### src/rtl/etf_pkg.sv
// Shared types, constants and helper functions of the escape-time fractal iterator.
// No dependencies; every other file imports it.
package etf_pkg;

    localparam int DEF_MAX_RESOLUTION  = 4096;
    localparam int DEF_COORD_FRAC_BITS = 26;
    localparam int DEF_ITER_WIDTH      = 16;

    // Mapping datapath widths: |span * (2p - w)| < 2^44, divisor 2h <= 8192.
    localparam int NUM_W = 45;
    localparam int DEN_W = 14;
    localparam int WIDE_W = 68;

    // Configuration register indexes.
    localparam logic [2:0] REG_CENTER_X   = 3'd0;
    localparam logic [2:0] REG_CENTER_Y   = 3'd1;
    localparam logic [2:0] REG_SPAN       = 3'd2;
    localparam logic [2:0] REG_WIDTH      = 3'd3;
    localparam logic [2:0] REG_HEIGHT     = 3'd4;
    localparam logic [2:0] REG_ITER_LIMIT = 3'd5;
    localparam logic [2:0] REG_VARIANT    = 3'd6;

    // Fractal variants.
    localparam logic [1:0] VAR_MANDEL  = 2'd0;
    localparam logic [1:0] VAR_TRICORN = 2'd1;
    localparam logic [1:0] VAR_SHIP    = 2'd2;
    localparam logic [1:0] VAR_JULIA   = 2'd3;

    typedef struct packed {
        logic signed [31:0] c_re;
        logic signed [31:0] c_im;
    } t_point;

    function automatic logic signed [31:0] sat32(input logic signed [WIDE_W-1:0] v);
        logic signed [WIDE_W-1:0] hi;
        logic signed [WIDE_W-1:0] lo;
        hi = WIDE_W'(64'sh7FFFFFFF);
        lo = -WIDE_W'(64'sh80000000);
        if (v > hi) sat32 = 32'sh7FFFFFFF;
        else if (v < lo) sat32 = 32'sh80000000;
        else sat32 = v[31:0];
    endfunction

    function automatic logic [12:0] eff_res(input logic [12:0] r, input logic [16:0] lim);
        if (r == 13'd0) eff_res = 13'd1;
        else if ({4'd0, r} > lim) eff_res = lim[12:0];
        else eff_res = r;
    endfunction

endpackage

### src/rtl/etf_front.sv
// Front end: accepts a pixel and maps it into the complex plane.
// Two parallel multiplies, then a bit-serial restoring divide by 2*height. Uses etf_pkg.
module etf_front import etf_pkg::*; #(
    parameter int MAX_RESOLUTION = DEF_MAX_RESOLUTION
) (
    input  logic               i_clk,
    input  logic               i_rst_n,
    input  logic               i_push,
    output logic               o_full,
    input  logic [11:0]        i_pixel_x,
    input  logic [11:0]        i_pixel_y,
    input  logic signed [31:0] i_center_x,
    input  logic signed [31:0] i_center_y,
    input  logic [30:0]        i_span,
    input  logic [12:0]        i_width,
    input  logic [12:0]        i_height,
    output logic               o_q_push,
    input  logic               i_q_full,
    output t_point             o_q_data
);
    localparam logic [2:0] F_IDLE = 3'd0;
    localparam logic [2:0] F_MUL  = 3'd1;
    localparam logic [2:0] F_DIV  = 3'd2;
    localparam logic [2:0] F_FIN  = 3'd3;
    localparam logic [2:0] F_PUSH = 3'd4;
    localparam logic [16:0] RES_LIM = 17'(MAX_RESOLUTION);

    logic [2:0]  r_state;
    logic [5:0]  r_step;
    logic [11:0] r_px, r_py;
    logic [12:0] r_w, r_h;
    logic [NUM_W-1:0] r_num_re, r_num_im;
    logic [DEN_W-1:0] r_rem_re, r_rem_im;
    logic r_neg_re, r_neg_im;
    t_point r_pt;

    logic signed [13:0] diff_re, diff_im;
    logic signed [45:0] prod_re, prod_im;
    logic [DEN_W-1:0] den;
    logic [DEN_W:0] sh_re, sh_im, tr_re, tr_im;
    logic signed [WIDE_W-1:0] q_re, q_im;

    assign diff_re = $signed({1'b0, r_px, 1'b0}) - $signed({1'b0, r_w});
    assign diff_im = $signed({1'b0, r_py, 1'b0}) - $signed({1'b0, r_h});
    assign prod_re = $signed({1'b0, i_span}) * diff_re;
    assign prod_im = $signed({1'b0, i_span}) * diff_im;
    assign den = {r_h, 1'b0};

    // One restoring step per cycle for both coordinates.
    assign sh_re = {r_rem_re, r_num_re[NUM_W-1]};
    assign sh_im = {r_rem_im, r_num_im[NUM_W-1]};
    assign tr_re = sh_re - {1'b0, den};
    assign tr_im = sh_im - {1'b0, den};

    // Floor division: a negative quotient with a remainder rounds one further down.
    always_comb begin
        q_re = WIDE_W'({1'b0, r_num_re});
        q_im = WIDE_W'({1'b0, r_num_im});
        if (r_neg_re) q_re = -(q_re + WIDE_W'(r_rem_re != '0));
        if (r_neg_im) q_im = -(q_im + WIDE_W'(r_rem_im != '0));
    end

    always_ff @(posedge i_clk) begin
        if (!i_rst_n) begin
            r_state <= F_IDLE;
            r_step  <= '0;
        end else begin
            case (r_state)
                F_IDLE: begin
                    if (i_push) begin
                        r_px    <= i_pixel_x;
                        r_py    <= i_pixel_y;
                        r_w     <= eff_res(i_width, RES_LIM);
                        r_h     <= eff_res(i_height, RES_LIM);
                        r_state <= F_MUL;
                    end
                end
                F_MUL: begin
                    r_neg_re <= prod_re[45];
                    r_neg_im <= prod_im[45];
                    r_num_re <= prod_re[45] ? NUM_W'(-prod_re) : NUM_W'(prod_re);
                    r_num_im <= prod_im[45] ? NUM_W'(-prod_im) : NUM_W'(prod_im);
                    r_rem_re <= '0;
                    r_rem_im <= '0;
                    r_step   <= '0;
                    r_state  <= F_DIV;
                end
                F_DIV: begin
                    if (!tr_re[DEN_W]) begin
                        r_rem_re <= tr_re[DEN_W-1:0];
                        r_num_re <= {r_num_re[NUM_W-2:0], 1'b1};
                    end else begin
                        r_rem_re <= sh_re[DEN_W-1:0];
                        r_num_re <= {r_num_re[NUM_W-2:0], 1'b0};
                    end
                    if (!tr_im[DEN_W]) begin
                        r_rem_im <= tr_im[DEN_W-1:0];
                        r_num_im <= {r_num_im[NUM_W-2:0], 1'b1};
                    end else begin
                        r_rem_im <= sh_im[DEN_W-1:0];
                        r_num_im <= {r_num_im[NUM_W-2:0], 1'b0};
                    end
                    r_step <= r_step + 6'd1;
                    if (r_step == 6'(NUM_W - 1)) r_state <= F_FIN;
                end
                F_FIN: begin
                    r_pt.c_re <= sat32(WIDE_W'(i_center_x) + q_re);
                    r_pt.c_im <= sat32(WIDE_W'(i_center_y) + q_im);
                    r_state   <= F_PUSH;
                end
                F_PUSH: begin
                    if (!i_q_full) r_state <= F_IDLE;
                end
                default: r_state <= F_IDLE;
            endcase
        end
    end

    assign o_full   = (r_state != F_IDLE);
    assign o_q_push = (r_state == F_PUSH) && !i_q_full;
    assign o_q_data = r_pt;
endmodule

### config.mk
export PLATFORM = sky130hd
export DESIGN_NAME = etf_front
export DESIGN_NICKNAME = d
export VERILOG_FILES = /design/src/rtl/etf_pkg.sv /design/src/rtl/etf_front.sv
export SDC_FILE = /design/constraint.sdc
export NUM_CORES = 2
export LEC_CHECK = 0
export ABC_AREA = 1
export ABC_CLOCK_PERIOD_IN_PS = 9700
export BUFFER_PORTS_ARGS = -buffer_cell sky130_fd_sc_hd__buf_2
export CELL_PAD_IN_SITES_DETAIL_PLACEMENT = 0
export CELL_PAD_IN_SITES_GLOBAL_PLACEMENT = 1
export CORE_ASPECT_RATIO = 1.25
export CORE_MARGIN = 5
export CORE_UTILIZATION = 47
export CTS_CLUSTER_SIZE = 10
export DETAILED_ROUTE_END_ITERATION = 7
export PLACE_DENSITY_LB_ADDON = 0.1
export SYNTH_ARGS = -nofsm -noshare
export SYNTH_HDL_FRONTEND = slang
export SYNTH_SLANG_ARGS = --single-unit
### constraint.sdc
create_clock -name i_clk -period 9.7 [get_ports i_clk]
set_input_delay 0.97 -clock i_clk [delete_from_list [all_inputs] [get_ports i_clk]]
set_output_delay 0.97 -clock i_clk [all_outputs]
set_load 0.03 [all_outputs]
* Yosys cells after proc, flatten, opt, wreduce, memory -nomap -nowiden
Cells that the tools add are included.
Word-level totals: bits in registers 243, bits of input ports 149, output and inout port bits 66, word-level logic and storage cells 82
Cells by class: add/sub/neg operators 13, multipliers 2, $lt $le $gt $ge 6, equal/unequal tests 8, muxes and demuxes 21, reduce and logical (&&, ||, !) cells 16
Operators with widths (number):
- 45-bit case mux with 2 select lines | 2
- 32-bit by 68-bit adder with 68-bit output | 2
- 68-bit by 32-bit > comparator with 1-bit output, second input constant | 2
- 68-bit by 32-bit < comparator with 1-bit output, second input constant | 2
- 68-bit 2-to-1 mux | 2
- 46-bit negation with 68-bit output | 2
- 45-bit by 1-bit adder with 46-bit output | 2
- 32-bit by 14-bit multiplier with 46-bit output | 2
- 45-bit 2-to-1 mux | 2
- 45-bit negation | 2
- 32-bit 2-to-1 mux | 2
- 14-bit case mux with 2 select lines | 2
- 15-bit by 14-bit subtractor with 15-bit output | 2
- 14-bit 2-to-1 mux | 2
- 14-bit nonzero test | 2
- 13-bit by 13-bit subtractor with 14-bit output | 2
- 13-bit > comparator, second input constant | 2
- 13-bit logical NOT | 2
- 13-bit 2-to-1 mux | 2
- 3-bit case mux with 5 select lines | 1
- 6-bit case mux with 2 select lines | 1
- 3-bit 2-to-1 mux | 3
- 6-bit by 1-bit adder with 6-bit output, second input constant | 1
- 3-bit by 2-bit equality test with 1-bit output, second input constant | 2
- 13 further kinds | 20

* Longest topological paths before layout
depth in word-level cells 7, gate-level depth with buffers 51, depth with buffers taken out 50

* Least setup slack after synthesis
No wires, ideal clock.
path kind flip-flop to flip-flop, from register r_px[0], to register r_num_re[44] (data pin), library setup time 0.254 ns, arrival 7.505 ns, data required time 9.446 ns, slack 1.941 ns, cell stages (with the launch flop) 42, path buffers 1, period minus slack after synthesis 7.759 ns, cell sequence edfxtp_1 -> fa_1 -> nand3_1 -> nand2_1 -> a21oi_1 -> or2_2 -> nand2_1 -> a21oi_1 -> or2_2 -> inv_1 -> nor2_1 -> o21bai_1 -> or2_2 -> nand2_1 -> buf_2 -> nor2_1 -> fa_1 -> fa_1 -> (+6 left out) -> ha_1 -> nand2_1 -> nor2_1 -> nand2_1 -> nor2_1 -> nand2_1 -> nand3_1 -> nand2_1 -> nand2_1 -> inv_2 -> nor2_1 -> nand3_1 -> o21ai_4 -> nand3_2 -> nor2_2 -> nand3_1 -> nand3_1 -> nand2_1
On the way: word-level cells in the longest chain between the ends 5
RTL lines:
- start, declared | RTL line etf_front.sv:30 | logic [11:0] r_px, r_py;
- start signal, assigned | RTL line etf_front.sv:71 | r_px <= i_pixel_x;
- 13-bit by 13-bit subtractor with 14-bit output (*) | RTL line etf_front.sv:43 | assign diff_re = $signed({1'b0, r_px, 1'b0}) - $signed({1'b0, r_w});
- 32-bit by 14-bit multiplier with 46-bit output (*) | RTL line etf_front.sv:45 | assign prod_re = $signed({1'b0, i_span}) * diff_re;
- 45-bit negation | RTL line etf_front.sv:81 | r_num_re <= prod_re[45] ? NUM_W'(-prod_re) : NUM_W'(prod_re);
- 45-bit 2-to-1 mux (*) | RTL line etf_front.sv:81
- 45-bit case mux with 2 select lines (*) | RTL line etf_front.sv:68 | case (r_state)
- end signal, assigned | RTL line etf_front.sv:81
- end signal, assigned | RTL line etf_front.sv:91 | r_num_re <= {r_num_re[NUM_W-2:0], 1'b1};
- end signal, assigned | RTL line etf_front.sv:94 | r_num_re <= {r_num_re[NUM_W-2:0], 1'b0};
- end, declared | RTL line etf_front.sv:32 | logic [NUM_W-1:0] r_num_re, r_num_im;
Mark *: on every way between the ends. The rest lies on a longest branch, timed or not. A chain may end at the register's enable or synchronous reset.

* Final worst setup path
from register r_h[1], to register r_num_im[42] (data pin)
On the way: word-level cells in the longest chain between the ends 5
RTL lines:
- start, declared | RTL line etf_front.sv:31 | logic [12:0] r_w, r_h;
- start signal, assigned | RTL line etf_front.sv:74 | r_h <= eff_res(i_height, RES_LIM);
- 13-bit by 13-bit subtractor with 14-bit output (*) | RTL line etf_front.sv:44 | assign diff_im = $signed({1'b0, r_py, 1'b0}) - $signed({1'b0, r_h});
- 32-bit by 14-bit multiplier with 46-bit output (*) | RTL line etf_front.sv:46 | assign prod_im = $signed({1'b0, i_span}) * diff_im;
- 45-bit negation | RTL line etf_front.sv:82 | r_num_im <= prod_im[45] ? NUM_W'(-prod_im) : NUM_W'(prod_im);
- 45-bit 2-to-1 mux (*) | RTL line etf_front.sv:82
- 45-bit case mux with 2 select lines (*) | RTL line etf_front.sv:68
- end signal, assigned | RTL line etf_front.sv:82
- end signal, assigned | RTL line etf_front.sv:98 | r_num_im <= {r_num_im[NUM_W-2:0], 1'b1};
- end signal, assigned | RTL line etf_front.sv:101 | r_num_im <= {r_num_im[NUM_W-2:0], 1'b0};
- end, declared | RTL line etf_front.sv:32
Marks and branches as above.

==> metrics.txt <==
synthesized area per cell between 6 and 7 µm²; unrepaired setup endpoints after global routing true; post-synthesis instance area around 64000 µm²; cell repeated most along the worst path sky130_fd_sc_hd__nand2_1; worst rel slew slack 33.51%; asr flop ratio synth 0%; dominant register cell in the synthesized netlist sky130_fd_sc_hd__edfxtp_1; Hold Buf Count CTS 0; first-pass GRT wire length ~360 mm; largest net degree at the start of global routing 95; Slew @ Worst Pin 0.9963 ns; area occupied by registers ~7000 µm²; maximum cell stage delay along the critical path between 0.5 and 0.6 ns; run status finished clean; initial antenna violation count 3; CTS root buf sky130_fd_sc_hd__clkbuf_16; detailed-route wire length per cell slightly above 20 µm; kind of cell adding the most delay to the critical path adder cells; max_cap viols 0; global-route usage over all layers 32.46%; clock period minus worst slack 9.131 ns; final estimated routing congestion in global placement around 1.0; CP Launch Type flop; number of distinct library cells after synthesis 63; number of enable-type register cells in the synthesized netlist roughly 230; Post-Route WL roughly 240 mm; highest achievable clock rate around 0.11 GHz; average vias per placed instance 5.376; Util after Layout about half; Setup CP Type reg -> reg; Arrival @ worst endpoint roughly 9.5 ns; warnings from Yosys 0; die area around 140000 µm²; Mapped Nets between 10000 and 15000; clock insertion delay at the later pin of the skew report approximately 0.67 ns; final setup vio count 0; critical path endpoint category flop; P&R area growth vs syn 6.061%; final count of pins violating max slew 0; Port Buffers between 200 and 250; row cnt 151; number of buffers added by the clock tree synthesis step 30; slowest stage cell on the critical path sky130_fd_sc_hd__fa_1; Area contributors post-synth sky130_fd_sc_hd__fa_1, sky130_fd_sc_hd__nand2_1, sky130_fd_sc_hd__inv_1; Longest Clk Path Bufs 3; required time at the endpoint of the critical path around 10 ns; residual overflow from global routing 0; TritonCTS clock tree built; detailed-placement wirelength estimate between 200 and 250 mm; Synth Register Bits about 240; clock skew after layout around 0.045 ns; post-route ant nets 0; H-Tree Depth 1; Post-Synthesis Cells between 9000 and 10000; worst min path class in -> reg; total core area between 100000 and 150000 µm²; maximum fanout count along the critical path 21; share of cells above drive strength 1 approximately 4.6%; via count 62473; starting density of the core 47.20%; CTS Sinks between 200 and 250; area share of the largest cell type after synthesis a little over a fifth; buffers and inverters on the worst path 5; layout filler cell count around 14000; Clock transition at path regs ~0.08 ns; period utilisation layout 94.14%; multi-input logic area 48220 µm²; total count of hold-check failures in the final report 0; number of global-route vias before repair around 63000; First DRT Iteration DRCs 4234; number of search-and-repair iterations in the first detailed-routing pass 7; height of the die 422.1 µm; sequential fraction of the synthesis area between 10% and 20%; total DRC errors in the routed layout 0; die outline width about 340 µm; top cell type by total area after synthesis sky130_fd_sc_hd__fa_1; total number of nets in the final design roughly 11000; ports placed on the boundary around 220
==> worst reg2reg max path, delay by kind of cell, from the launching register on <==
kind	cells	cell delay, ns
fa+ha+maj	8	3.75
simple gates	28	3.68
compound gates	3	0.51
buf+inv	5	0.49
flops	1	0.42
==> path summary, 6_finish.rpt <==
| kind | from | endpoint | slack, ns | cells past startpoint |
|---|---|---|---|---|
| worst max register to register | r_h[1] | r_num_im[42] | 0.57 | 44 |
| worst max-delay path | r_h[1] | r_num_im[42] | 0.57 | 44 |
| worst min-delay path | i_pixel_x[7] | r_px[7] | 0.47 | 1 |
| worst min register to register | r_step[5] | r_step[5] | 0.48 | 1 |
==> layout make-up <==
type / count / area share, %
multi-input combinational: 7284 / 71.21
inverter: 1988 / 11.03
sequential: 243 / 10.64
tap: 1759 / 3.250
timing repair buffer: 302 / 2.581
clock buffer: 33 / 1.125
clock inverter: 9 / 0.1534
antenna: 2 / 0.007391
==> layout by cell type, fill, tap and decap left out, types with 6 or more instances in the layout <==
master                         n
sky130_fd_sc_hd__a221oi_1     24
sky130_fd_sc_hd__o21ai_0     363
sky130_fd_sc_hd__ha_1        568
sky130_fd_sc_hd__a211oi_1     21
sky130_fd_sc_hd__nor2_1     1010
sky130_fd_sc_hd__nor2_2       25
sky130_fd_sc_hd__and2_1        9
sky130_fd_sc_hd__nand3b_1     22
sky130_fd_sc_hd__clkbuf_16    30
sky130_fd_sc_hd__o21a_1       16
sky130_fd_sc_hd__nand4_1     143
sky130_fd_sc_hd__fa_1        698
sky130_fd_sc_hd__dfxtp_1       9
sky130_fd_sc_hd__o221ai_1      7
sky130_fd_sc_hd__nand2_1    2927
sky130_fd_sc_hd__a21boi_0      8
sky130_fd_sc_hd__o211ai_1     16
sky130_fd_sc_hd__buf_2       214
sky130_fd_sc_hd__nand3_2       6
sky130_fd_sc_hd__nor3_1       59
sky130_fd_sc_hd__edfxtp_1    234
sky130_fd_sc_hd__xor2_1      156
sky130_fd_sc_hd__inv_1      1966
sky130_fd_sc_hd__inv_2         8
sky130_fd_sc_hd__o21bai_1     38
sky130_fd_sc_hd__or2_1         6
sky130_fd_sc_hd__nand3_1     425
sky130_fd_sc_hd__nor4_1       28
sky130_fd_sc_hd__nor2_4        6
sky130_fd_sc_hd__or2_2        32
sky130_fd_sc_hd__a21o_1       27
sky130_fd_sc_hd__a31oi_1      45
sky130_fd_sc_hd__xnor2_1      67
sky130_fd_sc_hd__o21ai_1      31
sky130_fd_sc_hd__a21oi_1     450
sky130_fd_sc_hd__clkinv_1     13
sky130_fd_sc_hd__buf_4        86
sky130_fd_sc_hd__nand2_2      12
==> repair_timing <==
item                       CTS  global route
gates resized for setup      0            15
setup endpoints to repair    0            76
setup buffers                0             0
==> state kept, by name (all words and copies together) (netlist names) <==
name and flops:
r_num_re 45, o_q_data 64, r_py 12, r_px 12
r_neg_re 1, r_num_im 45, r_rem_re 14, r_rem_im 14
r_neg_im 1, r_state 3, r_h 13, r_step 6
r_w 13
==> metal layers <==
layer | vias up | GRT usage [%] | wire length (µm)
met4 | 0 | 19.41 | 17950
met1 | 29605 | 38.71 | 93630
li1 | 30343 | - | -
met5 | - | 0 | 0
met2 | 1979 | 56.93 | 113500
met3 | 546 | 2.913 | 11740
==> cell families after synthesis <==
group / count (synthesis) / synth area share (%)
simple gates: 4725 / 30.01
buf+inv: 2234 / 13.29
fa+ha+maj: 1266 / 33.02
compound gates: 1066 / 9.236
flops: 243 / 11.29
xor+xnor: 227 / 3.161
==> cells in the mapped netlist (7+ instances only) <==
cell                       number
sky130_fd_sc_hd__o221ai_1       7
sky130_fd_sc_hd__o21ai_1       31
sky130_fd_sc_hd__a211oi_1      21
sky130_fd_sc_hd__o211ai_1      16
sky130_fd_sc_hd__o21ai_0      363
sky130_fd_sc_hd__or2_2         32
sky130_fd_sc_hd__o21bai_1      38
sky130_fd_sc_hd__buf_2         25
sky130_fd_sc_hd__a21boi_0       8
sky130_fd_sc_hd__nor3_1        60
sky130_fd_sc_hd__edfxtp_1     234
sky130_fd_sc_hd__nor4_1        28
sky130_fd_sc_hd__nand4_1      143
sky130_fd_sc_hd__xor2_1       156
sky130_fd_sc_hd__nor2_2        19
sky130_fd_sc_hd__ha_1         568
sky130_fd_sc_hd__and2_1         9
sky130_fd_sc_hd__o21a_1        16
sky130_fd_sc_hd__clkinv_1      12
sky130_fd_sc_hd__nand2_2       12
sky130_fd_sc_hd__inv_2         10
sky130_fd_sc_hd__nand3b_1      22
sky130_fd_sc_hd__clkbuf_1     183
sky130_fd_sc_hd__buf_1         13
sky130_fd_sc_hd__a21o_1        27
sky130_fd_sc_hd__buf_4         14
sky130_fd_sc_hd__a31oi_1       45
sky130_fd_sc_hd__nand3_1      426
sky130_fd_sc_hd__fa_1         698
sky130_fd_sc_hd__a21oi_1      452
sky130_fd_sc_hd__a221oi_1      24
sky130_fd_sc_hd__dfxtp_1        9
sky130_fd_sc_hd__clkbuf_2      11
sky130_fd_sc_hd__inv_1       1966
sky130_fd_sc_hd__nand2_1     2928
sky130_fd_sc_hd__nor2_1      1019
sky130_fd_sc_hd__xnor2_1       67
==> per-stage QoR <==
step / std cells / TNS (ns) / hold WS, ns / setup WS (ns) / area [µm²]
final: 11620 / 0 / 0.4729 / 0.5686 / 67720
after global routing: 11620 / -0.02682 / 0.4494 / -0.01733 / 67720
after CTS: 11618 / 0 / 0.4332 / 0.1794 / 67670
after detailed placement: 11576 / 0 / 0.4607 / 0.2557 / 66800
after global placement: 11576 / 0 / 0.4548 / 0.3296 / 66800
after floorplan: 9761 / 0 / 0.4368 / 1.941 / 63850
Power is left out: the tool's default activity adds up to more than one toggle a clock period on the data nets, which glitch-free logic cannot reach.
