==> src/rtl/etf_pkg.sv <==
// Shared types, constants and helper functions of the escape-time fractal iterator.
// No dependencies; every other file imports it.
package etf_pkg;

    localparam int DEF_MAX_RESOLUTION  = 4096;
    localparam int DEF_COORD_FRAC_BITS = 26;
    localparam int DEF_ITER_WIDTH      = 16;

    // Mapping datapath widths: |span * (2p - w)| < 2^44, divisor 2h <= 8192.
    localparam int NUM_W = 45;
    localparam int DEN_W = 14;
    localparam int WIDE_W = 68;

    // Configuration register indexes.
    localparam logic [2:0] REG_CENTER_X   = 3'd0;
    localparam logic [2:0] REG_CENTER_Y   = 3'd1;
    localparam logic [2:0] REG_SPAN       = 3'd2;
    localparam logic [2:0] REG_WIDTH      = 3'd3;
    localparam logic [2:0] REG_HEIGHT     = 3'd4;
    localparam logic [2:0] REG_ITER_LIMIT = 3'd5;
    localparam logic [2:0] REG_VARIANT    = 3'd6;

    // Fractal variants.
    localparam logic [1:0] VAR_MANDEL  = 2'd0;
    localparam logic [1:0] VAR_TRICORN = 2'd1;
    localparam logic [1:0] VAR_SHIP    = 2'd2;
    localparam logic [1:0] VAR_JULIA   = 2'd3;

    typedef struct packed {
        logic signed [31:0] c_re;
        logic signed [31:0] c_im;
    } t_point;

    function automatic logic signed [31:0] sat32(input logic signed [WIDE_W-1:0] v);
        logic signed [WIDE_W-1:0] hi;
        logic signed [WIDE_W-1:0] lo;
        hi = WIDE_W'(64'sh7FFFFFFF);
        lo = -WIDE_W'(64'sh80000000);
        if (v > hi) sat32 = 32'sh7FFFFFFF;
        else if (v < lo) sat32 = 32'sh80000000;
        else sat32 = v[31:0];
    endfunction

    function automatic logic [12:0] eff_res(input logic [12:0] r, input logic [16:0] lim);
        if (r == 13'd0) eff_res = 13'd1;
        else if ({4'd0, r} > lim) eff_res = lim[12:0];
        else eff_res = r;
    endfunction

endpackage

==> src/rtl/etf_queue.sv <==
// Two-entry queue of mapped points between the front end and the iterator.
// Uses etf_pkg for the point type.
module etf_queue import etf_pkg::*; (
    input  logic   i_clk,
    input  logic   i_rst_n,
    input  logic   i_push,
    output logic   o_full,
    input  t_point i_data,
    input  logic   i_pop,
    output logic   o_empty,
    output t_point o_data
);
    t_point     r_mem [2];
    logic       r_wp, r_rp;
    logic [1:0] r_cnt;
    logic       do_push, do_pop;

    assign do_push = i_push && (r_cnt != 2'd2);
    assign do_pop  = i_pop && (r_cnt != 2'd0);

    always_ff @(posedge i_clk) begin
        if (do_push) r_mem[r_wp] <= i_data;
    end

    always_ff @(posedge i_clk) begin
        if (!i_rst_n) begin
            r_wp  <= 1'b0;
            r_rp  <= 1'b0;
            r_cnt <= 2'd0;
        end else begin
            if (do_push) r_wp <= ~r_wp;
            if (do_pop) r_rp <= ~r_rp;
            r_cnt <= r_cnt + 2'(do_push) - 2'(do_pop);
        end
    end

    assign o_full  = (r_cnt == 2'd2);
    assign o_empty = (r_cnt == 2'd0);
    assign o_data  = r_mem[r_rp];
endmodule

==> config.mk <==
export PLATFORM = sky130hd
export DESIGN_NAME = etf_queue
export DESIGN_NICKNAME = d
export VERILOG_FILES = /design/src/rtl/etf_pkg.sv /design/src/rtl/etf_queue.sv
export SDC_FILE = /design/constraint.sdc
export NUM_CORES = 1
export LEC_CHECK = 0
export BUFFER_PORTS_ARGS = -buffer_cell sky130_fd_sc_hd__buf_2
export CAP_MARGIN = 20
export CELL_PAD_IN_SITES_DETAIL_PLACEMENT = 0
export CELL_PAD_IN_SITES_GLOBAL_PLACEMENT = 1
export CORE_MARGIN = 2
export CORE_UTILIZATION = 44
export DETAILED_ROUTE_END_ITERATION = 6
export PLACE_DENSITY_LB_ADDON = 0.1
export SYNTH_ARGS = -nofsm -noshare
export SYNTH_HDL_FRONTEND = slang
export SYNTH_SLANG_ARGS = --single-unit
==> constraint.sdc <==
create_clock -name i_clk -period 4.53 [get_ports i_clk]
set_input_delay 0.6795 -clock i_clk [delete_from_list [all_inputs] [get_ports i_clk]]
set_output_delay 0.6795 -clock i_clk [all_outputs]
set_load 0.01 [all_outputs]
* Word-level counts from Yosys, hierarchy flattened
Memories as Yosys holds them, arrays and structs flattened. A register that Yosys moved wholly into a read port is not among the register bits. Index checks and enable logic that the tools add are counted.
Storage, ports and cells: memory bits (writable) 128, logic and storage cells 18, bits of input ports 68, flip-flop bits (word level) 4, memories 1, output and inout bits 66
Memory list:
- r_mem | words 2, bits a word 64, rd ports 1, clocked after Yosys merged registers in 1, write ports 1, RTL line etf_queue.sv:13 | t_point r_mem [2];
Operators by class: eq/ne operators 2, mux-type cells 4, $add $sub $neg 2, bitwise gates (word level) 2, reduce and logical (&&, ||, !) cells 4
Operators with widths (count):
- 1-bit two-way mux | 4
- 2-bit by 1-bit adder with 2-bit output | 1
- 2-bit == test (second input constant) | 1
- 1-bit logical AND | 2
- 2-bit zero test | 1
- 2-bit inequality test (second input constant) | 1
- 1-bit inverter | 2
- 2-bit nonzero test | 1
- 2-bit by 1-bit subtractor with 2-bit output | 1

* Logic depth before layout (Yosys ltp)
Gate-level depths: netlist of run 1.
word-level depth 4, gate-level depth with buffers 8, depth with buffers taken out 8

* Worst setup path before layout of run 1
OpenSTA, ideal clock, no wires.
kind input to register, start input port i_push, end memory r_mem[0][0] (netlist bit), enable pin, arrival time 3450 ps, setup slack 594 ps, cell stages on the path 2, cells stage by stage nand2_1 -> nor2_1
Between the ends: longest elaborated chain between the ends 3
RTL lines:
- from (decl) | RTL line etf_queue.sv:6 | input logic i_push,
- 1-bit logical AND | RTL line etf_queue.sv:18 | assign do_push = i_push && (r_cnt != 2'd2);
- 1-bit two-way mux | RTL line etf_queue.sv:22 | if (do_push) r_mem[r_wp] <= i_data;
- 1-bit two-way mux (implied by the code) | RTL line etf_queue.sv:22
- to (decl) | RTL line etf_queue.sv:13
No other way between the ends.

==> results_dict.tcl, run 1 <==
set metrics [dict create \
    wl_um 8500 \
    cap_violations 0 \
    worstSetupEndpointType "primary output" \
    drt-initial-drc-count 73 \
    first_global_vias 2541 \
    worstPathMaxFanout 27 \
    worstPathBufferInverterCount 2 \
    vias_per_cell 4.70 \
    initial_utilization_pct 45.1 \
    ys_seq_area_share_pct 76.5 \
    critPathLaunchType "flip-flop" \
    clk_latency_ps 400 \
    cp_data_arrival_time_ps 2100 \
    multi_input_area_mm2 0.00108 \
    fin_crit_ps 2780 \
    final-seq-area_mm2 0.00395 \
    synth_common_cells "128 x edfxtp_1, 60 x mux2_4, 6 x buf_12" \
    status "complete, no violations" \
    reg2reg_from "r_cnt[0]" \
    leakage_nw 2.59 \
    grt_antenna_before_repair 0 \
    syn_area_mm2 0.00515 \
    routabilityCongestion 0.672 \
    area_delta_synth_final_pct 26.2 \
    grt_first_pass_wirelength_um 12900 \
    ys_warn_count 0 \
    cts_made_buffers 17 \
    nets 446 \
    hpwl_um 5540 \
    dpl_worst_slack_ps 2060 \
    portBuffers 133 \
    cts_setup_buffers 0 \
    core_region_area_mm2 0.0114 \
    die_h_um 112 \
    clkSinkCount 133 \
    hp-class "in2reg" \
    yosys.cell_count.top_type "edfxtp_1" \
    period_share_pct 61.3 \
    cpMaxStageDelayCell "dfxtp_4" \
    avgRoutedWirePerCell_um 16.0 \
    dr.pass1.iters 4 \
    ctsResizeCount 0 \
    synth-async-reset-ratio_pct 0 \
    finalHoldViolCount 0 \
    cts-root-buf "clkbuf_16" \
    placed_area_mm2 0.00592 \
    ys_ff_latch 133 \
    grt_max_degree 35 \
    drtAntennaViolNets 0 \
    vias 2501 \
    num_rows 39 \
    worst_pin_slew_ps 826 \
    hold_ws_ps 458 \
    cts_hold_buf 0 \
    critPathMaxStageDelay_ps 690 \
    criticalPathCategory "reg2out" \
    synth.distinct_cells 18 \
    clock.fmax_mhz 360 \
    finalSetupViolations 0 \
    clkTransAtPathRegs_ps 60 \
    slew_headroom_pct 45.0 \
    yosysTopAreaCell "edfxtp_1" \
    p_per_area_mw_per_mm2 619 \
    ir_drop_mv 0.349 \
    synth_cells 226 \
    rsz0062_at_grt "no" \
    htreeDepth 4 \
    worst_slack_ps 1750 \
    dieArea_mm2 0.0126 \
    track_usage_pct 14.1 \
    reg2reg_slack_ps 2360 \
    antenna_cells 0 \
    worstPathRequired_ps 3850 \
    postLayoutCellArea_mm2 0.00651 \
    synth_edf_count 128 \
    gr-total-overflow 0 \
    drive_above_1_share_pct 60.2 \
    clockBufferDepth 2 \
    worstHoldStart "i_data[33]" \
    crit_family "flip-flops" \
    fp.dieW_um 112 \
    slew_violations 0 \
    ios 134 \
    drcViolationCount 0 \
    synthTopCellsByArea "edfxtp_1 75%, mux2_4 17%, buf_12 2.3%" \
    netlist.area_leader.share_pct 74.6 \
    cts_tree "yes" \
    setup_tns_ps 0 \
    synth.avg_cell_area_um2 22.8 \
    fin_skew_ps 6.23 \
    fillerInstances 910 \
    synth_ff_type "edfxtp_1" \
    worstPathCellList "buf_4, mux2_2, buf_2" \
    syn-num-nets 296 \
]
## worst register-to-register path: stages, from the launching register on
cell	delay, ps
dfxtp_1	360
nand2b_1	160
and3_2	740
buf_4	530
## per-layer routing
layer / vias up / GRT usage [%] / part of all wire (%)
li1: 1191 / - / -
met1: 1215 / 17.1 / 42
met2: 91 / 22.0 / 49
met3: 4 / 6.80 / 8.0
met4: 0 / 4.88 / 0.87
met5: - / 0 / 0
## layout make-up
type | instances | share of cell area [%]
multi-input combinational | 83 | 16.6
clock buffer | 18 | 6.59
sequential | 133 | 60.7
timing repair buffer | 138 | 10.8
clock inverter | 14 | 2.46
tap | 143 | 2.75
inverter | 3 | 0.173
## stage by stage
| step | util (%) | std cells | power (mW) |
|---|---|---|---|
| after CTS | 57.0 | 532 | 4.09 |
| after floorplan | - | 226 | 2.47 |
| after global routing | 57.0 | 532 | 4.22 |
| after detailed placement | 51.8 | 500 | 2.74 |
| after global placement | 51.8 | 500 | 2.73 |
| final | 57.0 | 532 | 4.03 |
## logic make-up after synthesis
group | count (synthesis) | share of synthesized area [%]
flops | 133 | 76.5
compound gates | 1 | 0.146
fa+ha+maj | 2 | 0.485
simple gates | 13 | 1.21
mux | 65 | 18.5
buf+inv | 10 | 2.77
xor+xnor | 2 | 0.340
## report_power, final
group,switching [mW],internal [mW]
Combinational,0.469,0.532
Sequential,0.101,1.59
Clock,0.480,0.859
## flip-flops by register name, indices dropped and copies added (netlist names), named ones only
register  count
r_cnt         2
r_mem       128
r_rp          1
r_wp          1
## cell usage in the layout, fill, tap and decap left out
cell        count
mux2_4         60
ha_1            2
o21a_1          1
dfxtp_1         4
clkbuf_16      17
and3_2          1
buf_4           5
clkinv_1        2
buf_2         133
nand2b_1        2
clkinv_2        3
mux2i_1         1
nand2_1         2
nor2_4          1
nor3_1          1
and2_1          2
inv_1           3
bufinv_16       3
edfxtp_1      128
nor2_1          4
xor2_1          1
clkbuf_1        1
clkinvlp_4      4
clkinv_4        1
xnor2_1         1
dfxtp_4         1
mux2_2          4
inv_6           1
## worst paths after layout
| check | end | cells past startpoint |
|---|---|---|
| min reg2reg | r_wp | 2 |
| max reg2reg | r_mem[1][5] | 3 |
| max | o_data[0] | 3 |
| min | r_mem[1][33] | 1 |
(Power assumes the default switching activity.)
==> run 2, diff against run 1 <==
ABC_AREA = 1   (was default)
clock period = 2.72 ns   (was 4.53 ns; I/O delays follow)
==> run 2 against run 1 <==
  * Combinational power rose by 48%
  * Register-to-register slack got worse by 1300 ps
  * Worst hold slack got worse by 270 ps
  * Area after synthesis rose by 0.27%
  * Cell count rose by 2.3%
  * Critical endpoint is now o_data[1]
  * Die area rose by 0.26%
  * Wire length fell by 0.82%
  * Global-route usage fell by 0.17 points
  * Largest cell class unchanged
  * Power rose by 62%
  * Critical path type unchanged
  * Non-clock buffer count rose by 2
  * First-iteration DRC count rose by 34%
  * Synthesized cell count rose by 4.9%
==> results_dict.tcl, run 2 <==
set metrics [dict create \
    finalSetupViolations 0 \
    regMostFlops "r_mem" \
    cp_data_arrival_time_ps 1860 \
    clkTransAtPathRegs_ps 60 \
    period_share_pct 83.4 \
    wl_um 8430 \
    ir_drop_mv 0.513 \
    synth_ff_type "edfxtp_1" \
    worst_pin_slew_ps 594 \
    cts_hold_buf 0 \
    clock.fmax_mhz 441 \
    dpl_worst_slack_ps 832 \
    cts_made_buffers 17 \
    yosys.cell_count.top_type "edfxtp_1" \
    clk_latency_ps 400 \
    largest_reg_flops 128 \
    fin_skew_ps 7.97 \
    reg2reg_slack_ps 1050 \
    worstPathBufferInverterCount 2 \
    syn-num-nets 307 \
    vias_per_cell 4.62 \
    ys_seq_area_share_pct 76.3 \
    htreeDepth 4 \
    ys_warn_count 0 \
    fillerInstances 901 \
    yosysTopAreaCell "edfxtp_1" \
    fp.dieW_um 112 \
    slew_headroom_pct 60.3 \
    drt-initial-drc-count 98 \
    nets 459 \
    first_global_vias 2593 \
    critPathLaunchType "flip-flop" \
    final_common_cell "buf_2" \
    initial_utilization_pct 45.3 \
    routabilityCongestion 0.695 \
    rsz0062_at_grt "no" \
    drive_above_1_share_pct 58.6 \
    syn_area_mm2 0.00517 \
    core_region_area_mm2 0.0114 \
    crit_end "o_data[1]" \
    reg2reg_from "r_cnt[0]" \
    worstPathMaxFanout 24 \
    track_usage_pct 13.9 \
    cts-root-buf "clkbuf_16" \
    hp-class "in2reg" \
    netlist.area_leader.share_pct 74.4 \
    hpwl_um 5670 \
    num_rows 39 \
    setup_tns_ps 0 \
    placed_area_mm2 0.00598 \
    grt_max_degree 40 \
    holdPathStages 1 \
    die_h_um 112 \
    path_depth 3 \
    leakage_nw 2.65 \
    cpMaxStageDelayCell "dfxtp_4" \
    gr-total-overflow 0 \
    worstPathRequired_ps 2310 \
    p_per_area_mw_per_mm2 991 \
    clockBufferDepth 2 \
    synth.avg_cell_area_um2 21.8 \
    final_util_pct 57.7 \
    ctsResizeCount 0 \
    grt_antenna_before_repair 1 \
    portBuffers 133 \
    cap_violations 0 \
    synth.distinct_cells 12 \
    layout_common_cells "133 x buf_2, 128 x edfxtp_1, 60 x mux2_4" \
    vias 2511 \
    criticalPathCategory "reg2out" \
    post-place-cells 513 \
    r2r_end "r_mem[1][0]" \
    reg.largest.list "r_mem (128), r_cnt (2)" \
    instances_no_fill 544 \
    ios 134 \
    fin_crit_ps 2270 \
    synthTopCellsByArea "edfxtp_1 74%, mux2_4 17%, buf_12 2.3%" \
    synth-async-reset-ratio_pct 0 \
    worstSetupEndpointType "primary output" \
    ys_ff_latch 133 \
    avgRoutedWirePerCell_um 15.5 \
    status "complete, no violations" \
    grt_first_pass_wirelength_um 12900 \
    finalHoldViolCount 0 \
    cts_tree "yes" \
    cts_setup_buffers 0 \
    dr.pass1.iters 4 \
    synth_common_cells "128 x edfxtp_1, 60 x mux2_4, 9 x inv_1, 9 x nand2_1, 8 x nor2_1" \
    drcViolationCount 0 \
    worst_slack_ps 451 \
    crit_family "flip-flops" \
    drtAntennaViolNets 0 \
    reg2regPathDepth 5 \
    worstPathCellList "buf_4, mux2_2, buf_2" \
    area_delta_synth_final_pct 27.5 \
    clkSinkCount 133 \
    postLayoutCellArea_mm2 0.00659 \
    dieArea_mm2 0.0126 \
    synth_cells 237 \
    synth_edf_count 128 \
    critPathMaxStageDelay_ps 630 \
    slew_violations 0 \
    antenna_cells 0 \
]
==> run 2: cell types whose count changed after synthesis, moves of 2 or more <==
cell / delta
a21oi_1: +2
and2_1: -2
inv_1: +6
nand2_1: +7
nand2b_1: -2
nand3_1: +3
nor2_1: +3
==> run 2: worst min-delay path by stage <==
stage / startpoint / end / slack, ps
5_1_grt: i_data[19] / r_mem[0][19] / 170
3_3_place_gp: r_rp / r_rp / 490
2_1_floorplan: r_rp / flip-flop / 470
3_5_place_dp: r_rp / flip-flop / 480
6_report: i_data[20] / r_mem[0][20] / 190
4_1_cts: i_data[20] / r_mem[0][20] / 170
==> run 2: cell type report <==
cell class	count	area (um2)	area share [%]
inverter	9	33.8	0.512
clock inverter	14	184	2.79
clock buffer	17	425	6.45
timing repair buffer	140	756	11.5
multi-input combinational	88	1070	16.2
sequential	133	3950	59.9
tap	143	179	2.71
==> run 2: cells by family after synthesis <==
family | synth area share, %
AO/OA/AOI/OAI | 0.194
multiplexers | 18.3
adder cells (fa/ha/maj) | 0.484
AND/OR/NAND/NOR | 1.52
buffers and inverters | 3.20
flip-flops | 76.3
==> run 2: routing by layer <==
layer | global-route usage, % | wire length (um) | vias up
li1 | - | - | 1215
met1 | 15.8 | 3320 | 1201
met2 | 23.1 | 4390 | 85
met3 | 6.05 | 605 | 10
met4 | 5.61 | 112 | 0
met5 | 0 | 0 | -
==> run 2: worst register-to-register path, stage by stage, from the launching register on <==
cell	delay [ps]
dfxtp_1	350
inv_1	60
nand2_1	110
nand3_1	110
inv_2	460
buf_12	260
==> run 2: report_power, final <==
part	total, mW	internal (mW)	leakage [nW]	switching [mW]
clock	2.31	1.52	0.284	0.794
sequential	2.74	2.60	1.24	0.137
combinational	1.48	0.779	1.12	0.696
total	6.53	4.90	2.65	1.63
==> run 2: through the flow <==
stage / power, mW / hold WS (ps)
2_1_floorplan: 3.85 / 467
3_3_place_gp: 4.28 / 489
3_5_place_dp: 4.30 / 483
4_1_cts: 6.63 / 169
5_1_grt: 6.83 / 165
6_report: 6.53 / 188
==> run 3, diff against run 2 <==
CORE_UTILIZATION = 40   (was 44)
clock period = 1.9 ns   (was 2.72 ns; I/O delays follow)
==> run 3 against run 2 <==
  * Power increased by 46%
  * Clock skew shrank 3.2 ps
  * Wire length grew 1.5%
  * Sequential power rose by 41%
  * Largest cell class unchanged
  * Global-route usage decreased by 0.71 points
  * Non-clock buffer count is 3 higher
==> results_dict.tcl, run 3 (synthesis results as in run 2) <==
set metrics [dict create \
    cts_made_buffers 17 \
    antenna_cells 0 \
    drt-initial-drc-count 82 \
    clkSinkCount 133 \
    routabilityCongestion 0.743 \
    worstPathRequired_ps 1620 \
    reg2reg_slack_ps 430 \
    grt_antenna_before_repair 1 \
    wl_um 8550 \
    final_common_cell "buf_2" \
    leakage_nw 2.67 \
    portBuffers 133 \
    fin_crit_ps 1810 \
    clock.fmax_mhz 554 \
    cp_data_arrival_time_ps 1520 \
    status "complete, no violations" \
    cts-root-buf "clkbuf_16" \
    period_share_pct 95.0 \
    setup_tns_ps 0 \
    cts_tree "yes" \
    slew_headroom_pct 81.2 \
    r2r_end "r_cnt[1]" \
    grt_first_pass_wirelength_um 13400 \
    finalHoldViolCount 0 \
    fin_skew_ps 4.74 \
    critPathLaunchType "flip-flop" \
    clkTransAtPathRegs_ps 50 \
    fillerInstances 1072 \
    hpwl_um 5890 \
    gr-total-overflow 0 \
    fp.dieW_um 118 \
    nets 462 \
    die_h_um 118 \
    final_util_pct 53.1 \
    first_global_vias 2655 \
    dr.pass1.iters 4 \
    cap_violations 0 \
    core_region_area_mm2 0.0126 \
    largest_reg_flops 128 \
    ios 134 \
    hp-class "in2reg" \
    clk_latency_ps 410 \
    criticalPathCategory "reg2out" \
    worstSetupEndpointType "primary output" \
    dieArea_mm2 0.0138 \
    reg.largest.list "r_mem (128), r_cnt (2)" \
    area_delta_synth_final_pct 29.6 \
    layout_common_cells "133 x buf_2, 128 x edfxtp_1, 60 x mux2_4" \
    initial_utilization_pct 41.0 \
    worst_slack_ps 94.4 \
    worst_pin_slew_ps 282 \
    reg2regPathDepth 10 \
    drive_above_1_share_pct 59.0 \
    track_usage_pct 13.2 \
    clockBufferDepth 2 \
    crit_end "o_data[24]" \
    dpl_worst_slack_ps 424 \
    num_rows 41 \
    vias_per_cell 4.42 \
    finalSetupViolations 0 \
    htreeDepth 4 \
    drtAntennaViolNets 0 \
    vias 2551 \
    reg2reg_from "r_cnt[0]" \
    avgRoutedWirePerCell_um 14.8 \
    rsz0062_at_grt "no" \
    regMostFlops "r_mem" \
    ctsResizeCount 0 \
    worstPathMaxFanout 9 \
    slew_violations 0 \
    p_per_area_mw_per_mm2 1420 \
    grt_max_degree 47 \
    ir_drop_mv 0.666 \
    drcViolationCount 0 \
]
## run 3: worst min-delay path by stage
| stage | start | to | slack [ps] | cells past startpoint |
|---|---|---|---|---|
| 4_1_cts | i_data[8] | r_mem[0][8] | 40 | 1 |
| 3_3_place_gp | i_data[8] | r_mem[0][8] | 470 | 1 |
| 3_5_place_dp | i_data[26] | r_mem[1][26] | 480 | 1 |
| 5_1_grt | i_data[25] | r_mem[0][25] | 40 | 1 |
| 6_report | i_data[46] | r_mem[1][46] | 60 | 1 |
| 2_1_floorplan | i_rst_n | r_cnt[0] | 380 | 2 |
## run 3: power breakdown
part / leakage, nW / switching, mW / internal [mW]
Combinational: 1.14 / 1.07 / 1.18
Clock: 0.294 / 1.09 / 2.31
Sequential: 1.24 / 0.138 / 3.73
## run 3: worst max-delay path, stage by stage, from the launching register on
cell and delay (ps):
dfxtp_4 430, buf_4 230, mux2_4 310, buf_2 140
## run 3: repair_timing
item | 4_1_cts | 5_1_grt
buffers inserted | 1 | 0
hold buffers | 0 | 0
setup endpoints to repair | 15 | 0
## run 3: through the flow
step | hold WS (ps) | cells | power (mW) | instance area, um2
after floorplan | 378 | 237 | 5.53 | 5190
after global placement | 472 | 544 | 6.21 | 6070
after detailed placement | 476 | 544 | 6.23 | 6070
after CTS | 40.4 | 577 | 9.69 | 6700
after global routing | 43.0 | 577 | 9.97 | 6700
final | 63.5 | 577 | 9.53 | 6700
## run 3: layout make-up
type | count | area, um2 | area share (%)
sequential | 133 | 3950 | 58.9
multi-input combinational | 88 | 1070 | 16.0
timing repair buffer | 143 | 803 | 12.0
clock buffer | 21 | 440 | 6.57
tap | 172 | 215 | 3.21
clock inverter | 11 | 181 | 2.71
inverter | 9 | 37.5 | 0.560
## run 3: routing by layer
metal  up-vias  GRT usage, %  part of all wire [%]
met5         -             0                  0.19
met4         2          6.55                   1.5
met3        15          5.67                   6.6
met2        90          21.9                    51
met1      1214          14.4                    40
li1       1230             -                     -
